==> src/gwt_pkg.sv <==
// Package for the G-code word tokenizer: parse modes, result kinds, character codes,
// the word snapshot that passes from the parser to the scaling stage, and helper functions.
// Depends on nothing.
package gwt_pkg;

  // Width of the signed value range that magnitudes saturate against.
  localparam int unsigned VALUE_W = 32;
  localparam int unsigned ACC_W   = VALUE_W;
  localparam int unsigned OUT_W   = 32;
  localparam int unsigned POW_W   = 20;
  localparam int unsigned CFG_W   = 3;

  // Magnitude limit: two to the power VALUE_W - 1.
  localparam logic [ACC_W-1:0] MAG_LIM = {1'b1, {(ACC_W-1){1'b0}}};

  localparam logic [CFG_W-1:0] FRAC_MAX   = 3'd6;
  localparam logic [CFG_W-1:0] FRAC_RESET = 3'd3;

  localparam logic [7:0] CH_LPAREN = 8'h28;
  localparam logic [7:0] CH_RPAREN = 8'h29;
  localparam logic [7:0] CH_PCT    = 8'h25;
  localparam logic [7:0] CH_SPACE  = 8'h20;
  localparam logic [7:0] CH_TAB    = 8'h09;
  localparam logic [7:0] CH_LF     = 8'h0a;
  localparam logic [7:0] CH_VT     = 8'h0b;
  localparam logic [7:0] CH_FF     = 8'h0c;
  localparam logic [7:0] CH_CR     = 8'h0d;
  localparam logic [7:0] CH_PLUS   = 8'h2b;
  localparam logic [7:0] CH_MINUS  = 8'h2d;
  localparam logic [7:0] CH_DOT    = 8'h2e;
  localparam logic [7:0] CH_ZERO   = 8'h30;
  localparam logic [7:0] CH_NINE   = 8'h39;
  localparam logic [7:0] CH_N      = 8'h4e;
  localparam logic [7:0] CH_G      = 8'h47;
  localparam logic [7:0] CH_X      = 8'h58;
  localparam logic [7:0] CH_Y      = 8'h59;
  localparam logic [7:0] CH_Z      = 8'h5a;

  typedef enum logic [2:0] {
    MODE_CMD     = 3'd0,
    MODE_COMMENT = 3'd1,
    MODE_SKIP    = 3'd2,
    MODE_N       = 3'd3,
    MODE_G       = 3'd4,
    MODE_X       = 3'd5,
    MODE_Y       = 3'd6,
    MODE_Z       = 3'd7
  } mode_e;

  typedef enum logic [2:0] {
    KIND_NONE   = 3'd0,
    KIND_LINE   = 3'd1,
    KIND_RAPID  = 3'd2,
    KIND_LINEAR = 3'd3,
    KIND_GOTHER = 3'd4,
    KIND_X      = 3'd5,
    KIND_Y      = 3'd6,
    KIND_Z      = 3'd7
  } kind_e;

  // Snapshot of a finished word. A result with no word carries MODE_CMD, zeros and at_end set.
  typedef struct packed {
    mode_e            mode;
    logic [ACC_W-1:0] acc;
    logic             neg;
    logic [2:0]       fc;
    logic             clamp;
    logic             at_end;
  } word_t;

  function automatic logic [CFG_W-1:0] eff_frac(input logic [CFG_W-1:0] frac);
    eff_frac = (frac > FRAC_MAX) ? FRAC_MAX : frac;
  endfunction

  function automatic logic [POW_W-1:0] pow10(input logic [2:0] k);
    case (k)
      3'd0:    pow10 = 20'd1;
      3'd1:    pow10 = 20'd10;
      3'd2:    pow10 = 20'd100;
      3'd3:    pow10 = 20'd1000;
      3'd4:    pow10 = 20'd10000;
      3'd5:    pow10 = 20'd100000;
      3'd6:    pow10 = 20'd1000000;
      default: pow10 = 20'd1000000;
    endcase
  endfunction

endpackage

==> src/gcode_word_tokenizer.sv <==
// G-code word tokenizer: one text byte per transfer in, one word result per finished word.
// A finished word passes through the word register, then the output register. Throughput:
// one byte per cycle while the output is not stalled; the two result registers keep that
// rate. Reset (rst_ni low, asynchronous) puts the parser in command mode, empties both
// result registers and sets frac_digits to 3. Depends on gwt_pkg, gwt_parse and gwt_scale.
module gcode_word_tokenizer
  import gwt_pkg::*;
(
  input  logic             clk_i,
  input  logic             rst_ni,

  // Configuration port. Register 0 at byte address 0 is frac_digits.
  input  logic             psel,
  input  logic             penable,
  input  logic             pwrite,
  input  logic [2:0]       paddr,
  input  logic [31:0]      pwdata,
  output logic [31:0]      prdata,
  output logic             pready,

  // Byte input channel.
  input  logic             in_valid_i,
  output logic             in_stall_o,
  input  logic [7:0]       text_byte_i,
  input  logic             is_last_i,

  // Result output channel.
  output logic             out_valid_o,
  input  logic             out_stall_i,
  output logic [2:0]       word_kind_o,
  output logic [OUT_W-1:0] word_value_o,
  output logic             saturated_o,
  output logic             at_end_o
);

  localparam logic REG_FRAC = 1'b0;

  logic [CFG_W-1:0] frac_q;
  logic             cfg_wr;
  logic             accept;
  logic             word_vld;
  logic             word_take;
  word_t            word;

  // The configuration register is written on the access phase of an APB write.
  assign pready = 1'b1;
  assign cfg_wr = psel && penable && pwrite;

  always_ff @(posedge clk_i or negedge rst_ni) begin
    if (!rst_ni) begin
      frac_q <= FRAC_RESET;
    end else if (cfg_wr && paddr[2] == REG_FRAC) begin
      frac_q <= pwdata[CFG_W-1:0];
    end
  end

  // Reads return the register at its address and zero elsewhere; paddr[1:0] is the byte lane.
  always_comb begin
    prdata = '0;
    if (paddr[2] == REG_FRAC && paddr[1:0] == 2'b00) begin
      prdata = {{(32-CFG_W){1'b0}}, frac_q};
    end
  end

  // A byte may always be taken unless it could produce a word while the word register is
  // still full and cannot move on. Bytes that produce no word are stalled in that case too,
  // which keeps the stall a function of registers and the downstream stall alone.
  assign in_stall_o = word_vld && !word_take;
  assign accept     = in_valid_i && !in_stall_o;

  gwt_parse u_parse (
    .clk_i       (clk_i),
    .rst_ni      (rst_ni),
    .accept_i    (accept),
    .text_byte_i (text_byte_i),
    .is_last_i   (is_last_i),
    .frac_i      (frac_q),
    .word_take_i (word_take),
    .word_vld_o  (word_vld),
    .word_o      (word)
  );

  // The scaling stage pads coordinate fractions to frac_digits places, at most six,
  // with one multiply by a power of ten, then clamps, applies the sign and classes the word.
  gwt_scale u_scale (
    .clk_i        (clk_i),
    .rst_ni       (rst_ni),
    .word_vld_i   (word_vld),
    .word_i       (word),
    .frac_i       (frac_q),
    .word_take_o  (word_take),
    .out_stall_i  (out_stall_i),
    .out_valid_o  (out_valid_o),
    .word_kind_o  (word_kind_o),
    .word_value_o (word_value_o),
    .saturated_o  (saturated_o),
    .at_end_o     (at_end_o)
  );

endmodule

==> src/gwt_parse.sv <==
// Byte parser of the G-code word tokenizer: mode and number state registers, and the
// word register that holds a finished word until the scaling stage takes it.
// Depends on gwt_pkg.
module gwt_parse
  import gwt_pkg::*;
(
  input  logic             clk_i,
  input  logic             rst_ni,
  input  logic             accept_i,
  input  logic [7:0]       text_byte_i,
  input  logic             is_last_i,
  input  logic [CFG_W-1:0] frac_i,
  input  logic             word_take_i,
  output logic             word_vld_o,
  output word_t            word_o
);

  mode_e            mode_q, mode_d;
  logic [ACC_W-1:0] acc_q, acc_d;
  logic             neg_q, neg_d;
  logic             infrac_q, infrac_d;
  logic [2:0]       fc_q, fc_d;
  logic             started_q, started_d;
  logic             clamp_q, clamp_d;
  logic             word_vld_q;
  word_t            word_q, snap;
  logic             emit;

  logic             is_digit, is_space;
  logic [ACC_W+3:0] push_sum;
  logic [ACC_W-1:0] push_acc;
  logic             push_clamp;

  assign is_digit = (text_byte_i >= CH_ZERO) && (text_byte_i <= CH_NINE);
  assign is_space = (text_byte_i == CH_SPACE) || (text_byte_i == CH_TAB) ||
                    (text_byte_i == CH_LF) || (text_byte_i == CH_VT) ||
                    (text_byte_i == CH_FF) || (text_byte_i == CH_CR);

  // Accumulator times ten plus the digit, clamped to the magnitude limit.
  always_comb begin
    push_sum = ({4'b0, acc_q} << 3) + ({4'b0, acc_q} << 1) +
               {{ACC_W{1'b0}}, text_byte_i[3:0]};
    if (push_sum > {4'b0, MAG_LIM}) begin
      push_acc   = MAG_LIM;
      push_clamp = 1'b1;
    end else begin
      push_acc   = push_sum[ACC_W-1:0];
      push_clamp = clamp_q;
    end
  end

  always_comb begin
    mode_d    = mode_q;
    acc_d     = acc_q;
    neg_d     = neg_q;
    infrac_d  = infrac_q;
    fc_d      = fc_q;
    started_d = started_q;
    clamp_d   = clamp_q;
    emit      = 1'b0;
    snap      = '{mode: MODE_CMD, acc: '0, neg: 1'b0, fc: 3'd0, clamp: 1'b0,
                  at_end: 1'b1};

    case (mode_q)
      MODE_CMD: begin
        if (text_byte_i == CH_LPAREN) begin
          mode_d = MODE_COMMENT;
        end else if (text_byte_i == CH_PCT || text_byte_i == CH_SPACE ||
                     text_byte_i == CH_LF) begin
          mode_d = MODE_CMD;
        end else if (text_byte_i == CH_N || text_byte_i == CH_G ||
                     text_byte_i == CH_X || text_byte_i == CH_Y ||
                     text_byte_i == CH_Z) begin
          acc_d     = '0;
          neg_d     = 1'b0;
          infrac_d  = 1'b0;
          fc_d      = 3'd0;
          started_d = 1'b0;
          clamp_d   = 1'b0;
          if (text_byte_i == CH_N) begin
            mode_d = MODE_N;
          end else if (text_byte_i == CH_G) begin
            mode_d = MODE_G;
          end else if (text_byte_i == CH_X) begin
            mode_d = MODE_X;
          end else if (text_byte_i == CH_Y) begin
            mode_d = MODE_Y;
          end else begin
            mode_d = MODE_Z;
          end
        end else begin
          mode_d = MODE_SKIP;
        end
      end
      MODE_COMMENT: begin
        if (text_byte_i == CH_RPAREN) begin
          mode_d = MODE_CMD;
        end
      end
      MODE_SKIP: begin
        if (text_byte_i == CH_SPACE || text_byte_i == CH_LF) begin
          mode_d = MODE_CMD;
        end
      end
      default: begin
        if (!started_q && is_space) begin
          mode_d = mode_q;
        end else if (!started_q && (text_byte_i == CH_PLUS ||
                                    text_byte_i == CH_MINUS)) begin
          started_d = 1'b1;
          neg_d     = (text_byte_i == CH_MINUS);
        end else if (is_digit) begin
          started_d = 1'b1;
          if (!infrac_q) begin
            acc_d   = push_acc;
            clamp_d = push_clamp;
          end else if (fc_q < eff_frac(frac_i)) begin
            acc_d   = push_acc;
            clamp_d = push_clamp;
            fc_d    = fc_q + 3'd1;
          end
        end else if (text_byte_i == CH_DOT && mode_q >= MODE_X && !infrac_q) begin
          infrac_d  = 1'b1;
          started_d = 1'b1;
        end else begin
          // Any other byte ends the word; it is consumed.
          emit = 1'b1;
          snap = '{mode: mode_q, acc: acc_q, neg: neg_q, fc: fc_q,
                   clamp: clamp_q, at_end: is_last_i};
          mode_d    = MODE_CMD;
          acc_d     = '0;
          neg_d     = 1'b0;
          infrac_d  = 1'b0;
          fc_d      = 3'd0;
          started_d = 1'b0;
          clamp_d   = 1'b0;
        end
      end
    endcase

    // The final byte of a string always yields a result and returns to command mode.
    if (is_last_i) begin
      if (!emit) begin
        emit = 1'b1;
        if (mode_d >= MODE_N && started_d) begin
          snap = '{mode: mode_d, acc: acc_d, neg: neg_d, fc: fc_d,
                   clamp: clamp_d, at_end: 1'b1};
        end
      end
      mode_d    = MODE_CMD;
      acc_d     = '0;
      neg_d     = 1'b0;
      infrac_d  = 1'b0;
      fc_d      = 3'd0;
      started_d = 1'b0;
      clamp_d   = 1'b0;
    end
  end

  always_ff @(posedge clk_i or negedge rst_ni) begin
    if (!rst_ni) begin
      mode_q    <= MODE_CMD;
      acc_q     <= '0;
      neg_q     <= 1'b0;
      infrac_q  <= 1'b0;
      fc_q      <= 3'd0;
      started_q <= 1'b0;
      clamp_q   <= 1'b0;
    end else if (accept_i) begin
      mode_q    <= mode_d;
      acc_q     <= acc_d;
      neg_q     <= neg_d;
      infrac_q  <= infrac_d;
      fc_q      <= fc_d;
      started_q <= started_d;
      clamp_q   <= clamp_d;
    end
  end

  always_ff @(posedge clk_i or negedge rst_ni) begin
    if (!rst_ni) begin
      word_vld_q <= 1'b0;
    end else if (accept_i && emit) begin
      word_vld_q <= 1'b1;
    end else if (word_take_i) begin
      word_vld_q <= 1'b0;
    end
  end

  always_ff @(posedge clk_i) begin
    if (accept_i && emit) begin
      word_q <= snap;
    end
  end

  assign word_vld_o = word_vld_q;
  assign word_o     = word_q;

endmodule

==> src/gwt_scale.sv <==
// Scaling stage of the G-code word tokenizer: pads coordinate fractions by one multiply,
// clamps, signs and classes the word, and holds the result in the output register.
// Depends on gwt_pkg.
module gwt_scale
  import gwt_pkg::*;
(
  input  logic             clk_i,
  input  logic             rst_ni,
  input  logic             word_vld_i,
  input  word_t            word_i,
  input  logic [CFG_W-1:0] frac_i,
  output logic             word_take_o,
  input  logic             out_stall_i,
  output logic             out_valid_o,
  output logic [2:0]       word_kind_o,
  output logic [OUT_W-1:0] word_value_o,
  output logic             saturated_o,
  output logic             at_end_o
);

  localparam int unsigned PROD_W = ACC_W + POW_W;

  logic [CFG_W-1:0]  fd;
  logic [2:0]        pad;
  logic [PROD_W-1:0] prod;
  logic [ACC_W-1:0]  mag;
  logic              clamp;
  logic [63:0]       val;
  kind_e             kind;

  logic              out_vld_q;
  kind_e             kind_q;
  logic [OUT_W-1:0]  value_q;
  logic              sat_q;
  logic              end_q;

  always_comb begin
    fd    = eff_frac(frac_i);
    pad   = 3'd0;
    if (word_i.mode >= MODE_X && word_i.fc < fd) begin
      pad = fd - word_i.fc;
    end
    // Padding by k zero digits saturates when the scaled value passes the limit, or reaches it for a positive word.
    prod  = PROD_W'(word_i.acc) * PROD_W'(pow10(pad));
    clamp = word_i.clamp;
    if (prod > PROD_W'(MAG_LIM)) begin
      mag   = MAG_LIM;
      clamp = 1'b1;
    end else begin
      mag = prod[ACC_W-1:0];
    end
    if (!word_i.neg && mag == MAG_LIM) begin
      mag   = MAG_LIM - ACC_W'(1);
      clamp = 1'b1;
    end
    val = word_i.neg ? (64'd0 - 64'(mag)) : 64'(mag);

    case (word_i.mode)
      MODE_N: kind = KIND_LINE;
      MODE_G: begin
        if (mag == '0) begin
          kind = KIND_RAPID;
        end else if (mag == ACC_W'(1) && !word_i.neg) begin
          kind = KIND_LINEAR;
        end else begin
          kind = KIND_GOTHER;
        end
      end
      MODE_X:  kind = KIND_X;
      MODE_Y:  kind = KIND_Y;
      MODE_Z:  kind = KIND_Z;
      default: kind = KIND_NONE;
    endcase
  end

  assign word_take_o = word_vld_i && (!out_vld_q || !out_stall_i);

  always_ff @(posedge clk_i or negedge rst_ni) begin
    if (!rst_ni) begin
      out_vld_q <= 1'b0;
    end else if (word_take_o) begin
      out_vld_q <= 1'b1;
    end else if (!out_stall_i) begin
      out_vld_q <= 1'b0;
    end
  end

  always_ff @(posedge clk_i) begin
    if (word_take_o) begin
      kind_q  <= kind;
      value_q <= val[OUT_W-1:0];
      sat_q   <= clamp;
      end_q   <= word_i.at_end;
    end
  end

  assign out_valid_o  = out_vld_q;
  assign word_kind_o  = kind_q;
  assign word_value_o = value_q;
  assign saturated_o  = sat_q;
  assign at_end_o     = end_q;

endmodule
==> config.mk <==
export PLATFORM = sky130hd
export DESIGN_NAME = gcode_word_tokenizer
export DESIGN_NICKNAME = d
export VERILOG_FILES = /design/src/gwt_pkg.sv /design/src/gcode_word_tokenizer.sv /design/src/gwt_parse.sv /design/src/gwt_scale.sv
export SDC_FILE = /design/constraint.sdc
export NUM_CORES = 2
export LEC_CHECK = 0
export ABC_AREA = 1
export BUFFER_PORTS_ARGS = -buffer_cell sky130_fd_sc_hd__buf_2
export CORE_MARGIN = 3
export CORE_UTILIZATION = 65
export CTS_CLUSTER_SIZE = 10
export DETAILED_ROUTE_END_ITERATION = 7
export PLACE_DENSITY = 0.94
export SLEW_MARGIN = 20
export SYNTH_ARGS = -nofsm -noshare
export SYNTH_HDL_FRONTEND = slang
export SYNTH_SLANG_ARGS = --single-unit
==> constraint.sdc <==
create_clock -name clk_i -period 15.7 [get_ports clk_i]
set_clock_uncertainty 0.2 [all_clocks]
set_input_delay 2.355 -clock clk_i [delete_from_list [all_inputs] [get_ports clk_i]]
set_output_delay 2.355 -clock clk_i [all_outputs]
set_load 0.005 [all_outputs]
==> run metrics <==
effective utilization at floorplan 66.6%; synthesis-to-finish area growth 4.24%; Final Instance Area 0.0335 mm^2; gr usage total 37.4%; register share of total power 10.9%; WP buf/inv 9; count of max-cap constraint violations 0; worst setup slack for register-to-register paths 1.54 ns; count of fill cells added during filler insertion 3915; simple-gate share of the synthesized area 26.4%; DR DRC count 0; arrival time of data at the critical path endpoint 14.15 ns; total power draw 6.07 mW; worst endpoint required time 15.69 ns; type of origin of the critical path register; number of distinct library cells after synthesis 58; antenna violations before repair 3; cells resized by post-CTS repair 0; main combinational cell family by area after synthesis adder cells; DR iter-0 viols 3189; placed cell areas 0.0329 mm^2; clock slew at reported path FFs 0.06 ns; area of the core 0.0482 mm^2; pin count of the biggest net entering global routing 72; capturing instance or port of the critical path u_scale.word_kind_o[2]; number of warnings printed during yosys synthesis 0; fin nets 5344; slew at the pin with the worst max-slew slack 1.20 ns; number of cell instances on the worst register-to-register path 50; final max-slew violation count 0; Combinational Power Share 82.4%; Placer Congestion 1.01; layout cells sized above 1 5.68%; top achievable clock speed 0.0706 GHz; worst-path cell with the longest stage delay sky130_fd_sc_hd__clkinv_1; number of setup violations in the final report 0; clock root buffer sky130_fd_sc_hd__clkbuf_16; number of flops mapped to enable cells by yosys 78; Hold Crit Class register to register; share of synthesized area occupied by flip-flops and latches 11.0%; RSZ-0062 raised after global routing no; clk_lat worst skew 0.45 ns; total wire length after detailed routing 96.9 mm; width of the chip 228 um; cell family contributing the most delay on the critical path simple AND/OR/NAND/NOR gates; share of total power in the clock network 6.6%; area fraction of the dominant cell type after synthesis 28.8%; commonest non-fill, non-tap cell in the layout sky130_fd_sc_hd__nand2_1; clock tree sinks 125; Post-CTS Repair Setup Buffers 0; via count of the first global-routing pass 30400; leakage power summed over all cells 18.8 nW; worst flop-to-flop path endpoint u_scale.word_kind_o[2]; crit end category register; clock period minus worst slack 14.16 ns; Routed WL per cell 18.5 um; Core Rows 80; area used by multi-input combinational logic 0.0239 mm^2; start-to-end type of the worst setup path register to register; total vias in the final route 29900; average footprint of a synthesized cell 7.02 um^2; IR Drop Worst-Case VDD 125 uV; Power per Cell Area 181 mW/mm^2; vertical die dimension 228 um; Critical Path Max Stage Delay 1.13 ns; clock tree from TritonCTS done; Rel. slew slack 20.0%; Final Hold Violating Endpoints 0; switching fraction of total power 61.6%; cell count after synthesis 4575; Sum Neg Setup Slack 0 ns; number of antenna repair diodes 0; crit path max fanout 60; most frequent cells in the layout sky130_fd_sc_hd__nand2_1 (1165), sky130_fd_sc_hd__inv_1 (1073), sky130_fd_sc_hd__nor2_1 (478); share of cell area taken by muxes after synthesis 0%; buffer depth of the longest clock path 2; fraction of the mapped netlist area in adder cells 39.2%; synthesized-area fraction occupied by xor and xnor cells 1.77%; number of port buffers 63; net switching component of the power 3.74 mW; count of pins on the block boundary 123; crit path from frac_q[1]; die area 0.0521 mm^2; estimated wirelength of the detail-placed design 76.6 mm; Top FF cell, synth sky130_fd_sc_hd__edfxtp_1; post-cts hold buffer count 0; number of register bits inferred by synthesis 125; per-cell via count in the routed design 5.71; DRT antenna net count 0; Int Power 2.33 mW; synthesized area 0.0321 mm^2; first-pass iteration count of the detailed router 6; largest area contributor in the netlist sky130_fd_sc_hd__fa_1; first-pass GRT wire length 155 mm; sum of overflow across all layers after global routing 0; depth of the CTS H-tree 4; area taken by flip-flops and latches 0.00352 mm^2; Period Utilization, post-route 90.2%; cell mode on critical path sky130_fd_sc_hd__nand2_1; number of gates on the worst path with buffers counted 50; status finished clean; worst hold margin 0.247 ns; clock buffers created by TritonCTS 17; Reg-to-Reg Start frac_q[1]; Synth area leaders sky130_fd_sc_hd__fa_1 (29%), sky130_fd_sc_hd__nand2_1 (14%), sky130_fd_sc_hd__inv_1 (13%), sky130_fd_sc_hd__ha_1 (10%), sky130_fd_sc_hd__edfxtp_1 (7.3%); Async S/R FF share, synth 37.6%; share of the synthesized area in compound gates (AO/OA/AOI/OAI) 6.46%
[cells in the mapped netlist, types with 23 or more instances]
| cell type | n |
|---|---|
| sky130_fd_sc_hd__fa_1 | 462 |
| sky130_fd_sc_hd__xor2_1 | 41 |
| sky130_fd_sc_hd__edfxtp_1 | 78 |
| sky130_fd_sc_hd__a21oi_1 | 163 |
| sky130_fd_sc_hd__nor2_2 | 23 |
| sky130_fd_sc_hd__nand2_2 | 39 |
| sky130_fd_sc_hd__buf_4 | 31 |
| sky130_fd_sc_hd__dfrtp_1 | 45 |
| sky130_fd_sc_hd__nand3_1 | 186 |
| sky130_fd_sc_hd__nor2_1 | 486 |
| sky130_fd_sc_hd__ha_1 | 268 |
| sky130_fd_sc_hd__nand2_1 | 1166 |
| sky130_fd_sc_hd__nand4_1 | 42 |
| sky130_fd_sc_hd__inv_1 | 1074 |
| sky130_fd_sc_hd__clkbuf_1 | 87 |
| sky130_fd_sc_hd__o21ai_0 | 128 |
[through the flow]
| step | std cells | utilization [%] | setup WS (ns) |
|---|---|---|---|
| 2_1_floorplan | 4603 | - | 5.72 |
| 5_1_grt | 5232 | 69.4 | 1.10 |
| 6_report | 5232 | 69.4 | 1.54 |
| 3_5_place_dp | 5199 | 68.2 | 2.10 |
| 3_3_place_gp | 5199 | 68.2 | 2.31 |
| 4_1_cts | 5231 | 69.4 | 2.06 |
[power groups by stage]
stage          Clock [mW]  Combinational, mW  Sequential, mW
4_1_cts             0.402               4.89           0.650
3_3_place_gp            0               4.69           0.649
5_1_grt             0.415               5.55           0.670
3_5_place_dp            0               4.84           0.655
2_1_floorplan           0               3.64           0.570
6_report            0.403               5.00           0.664
[worst register-to-register path: cells and delay by family, from the launching register on]
family / cells / cell delay, ns
and+or+nand+nor: 29 / 6.17
adders and majority gates: 10 / 4.54
buffers and inverters: 9 / 2.12
DFF: 1 / 0.54
AOI/OAI and AO/OA: 2 / 0.34
[metal layers]
layer | vias to the layer above | global-route usage [%] | wire, um
met1 | 13900 | 44.9 | 34500
li1 | 13600 | - | -
met3 | 540 | 9.07 | 10900
met2 | 1810 | 61.1 | 44200
met5 | - | 0 | 30
met4 | 4 | 22.6 | 7350
[flip-flops by register name, indices dropped and copies added, names as in the netlist]
name,count
u_scale.word_value_o,32
u_scale.saturated_o,1
u_scale.at_end_o,1
u_parse.mode_q,3
u_parse.word_o,41
u_parse.fc_q,3
u_parse.clamp_q,1
u_scale.out_valid_o,1
u_parse.acc_q,32
u_parse.neg_q,1
u_scale.word_kind_o,3
u_parse.word_vld_o,1
u_parse.infrac_q,1
frac_q,3
u_parse.started_q,1
[layout make-up]
cell class	count	share of cell area, %
multi-input cells	3228	71.4
inverters	1103	12.4
flip-flops and latches	125	10.5
well taps	656	2.45
repair buffers	88	1.56
clock buffers	19	1.32
clock inverters	13	0.422
[worst min path at each step]
stage	slack, ns	depth (start not counted)	startpoint	to
floorplan	0.20	0	u_parse.word_o[0]	u_scale.at_end_o
global placement	0.20	0	u_parse.word_o[0]	u_scale.at_end_o
detailed placement	0.23	0	u_parse.word_o[0]	u_scale.at_end_o
CTS	0.24	0	u_parse.word_o[0]	u_scale.at_end_o
global route	0.25	0	u_parse.word_o[0]	u_scale.at_end_o
finish	0.25	0	u_parse.word_o[0]	u_scale.at_end_o
[cell families (layout without fill, tap and decap cells)]
group                    Yosys count  in the layout
XOR/XNOR                          64             64
AND/OR/NAND/NOR                 2026           2026
adder cells (fa/ha/maj)          730            730
flip-flops                       125            125
buffers and inverters           1250           1223
AO/OA/AOI/OAI                    378            378
other                              2             30
Power figures use the tool's default switching activity.
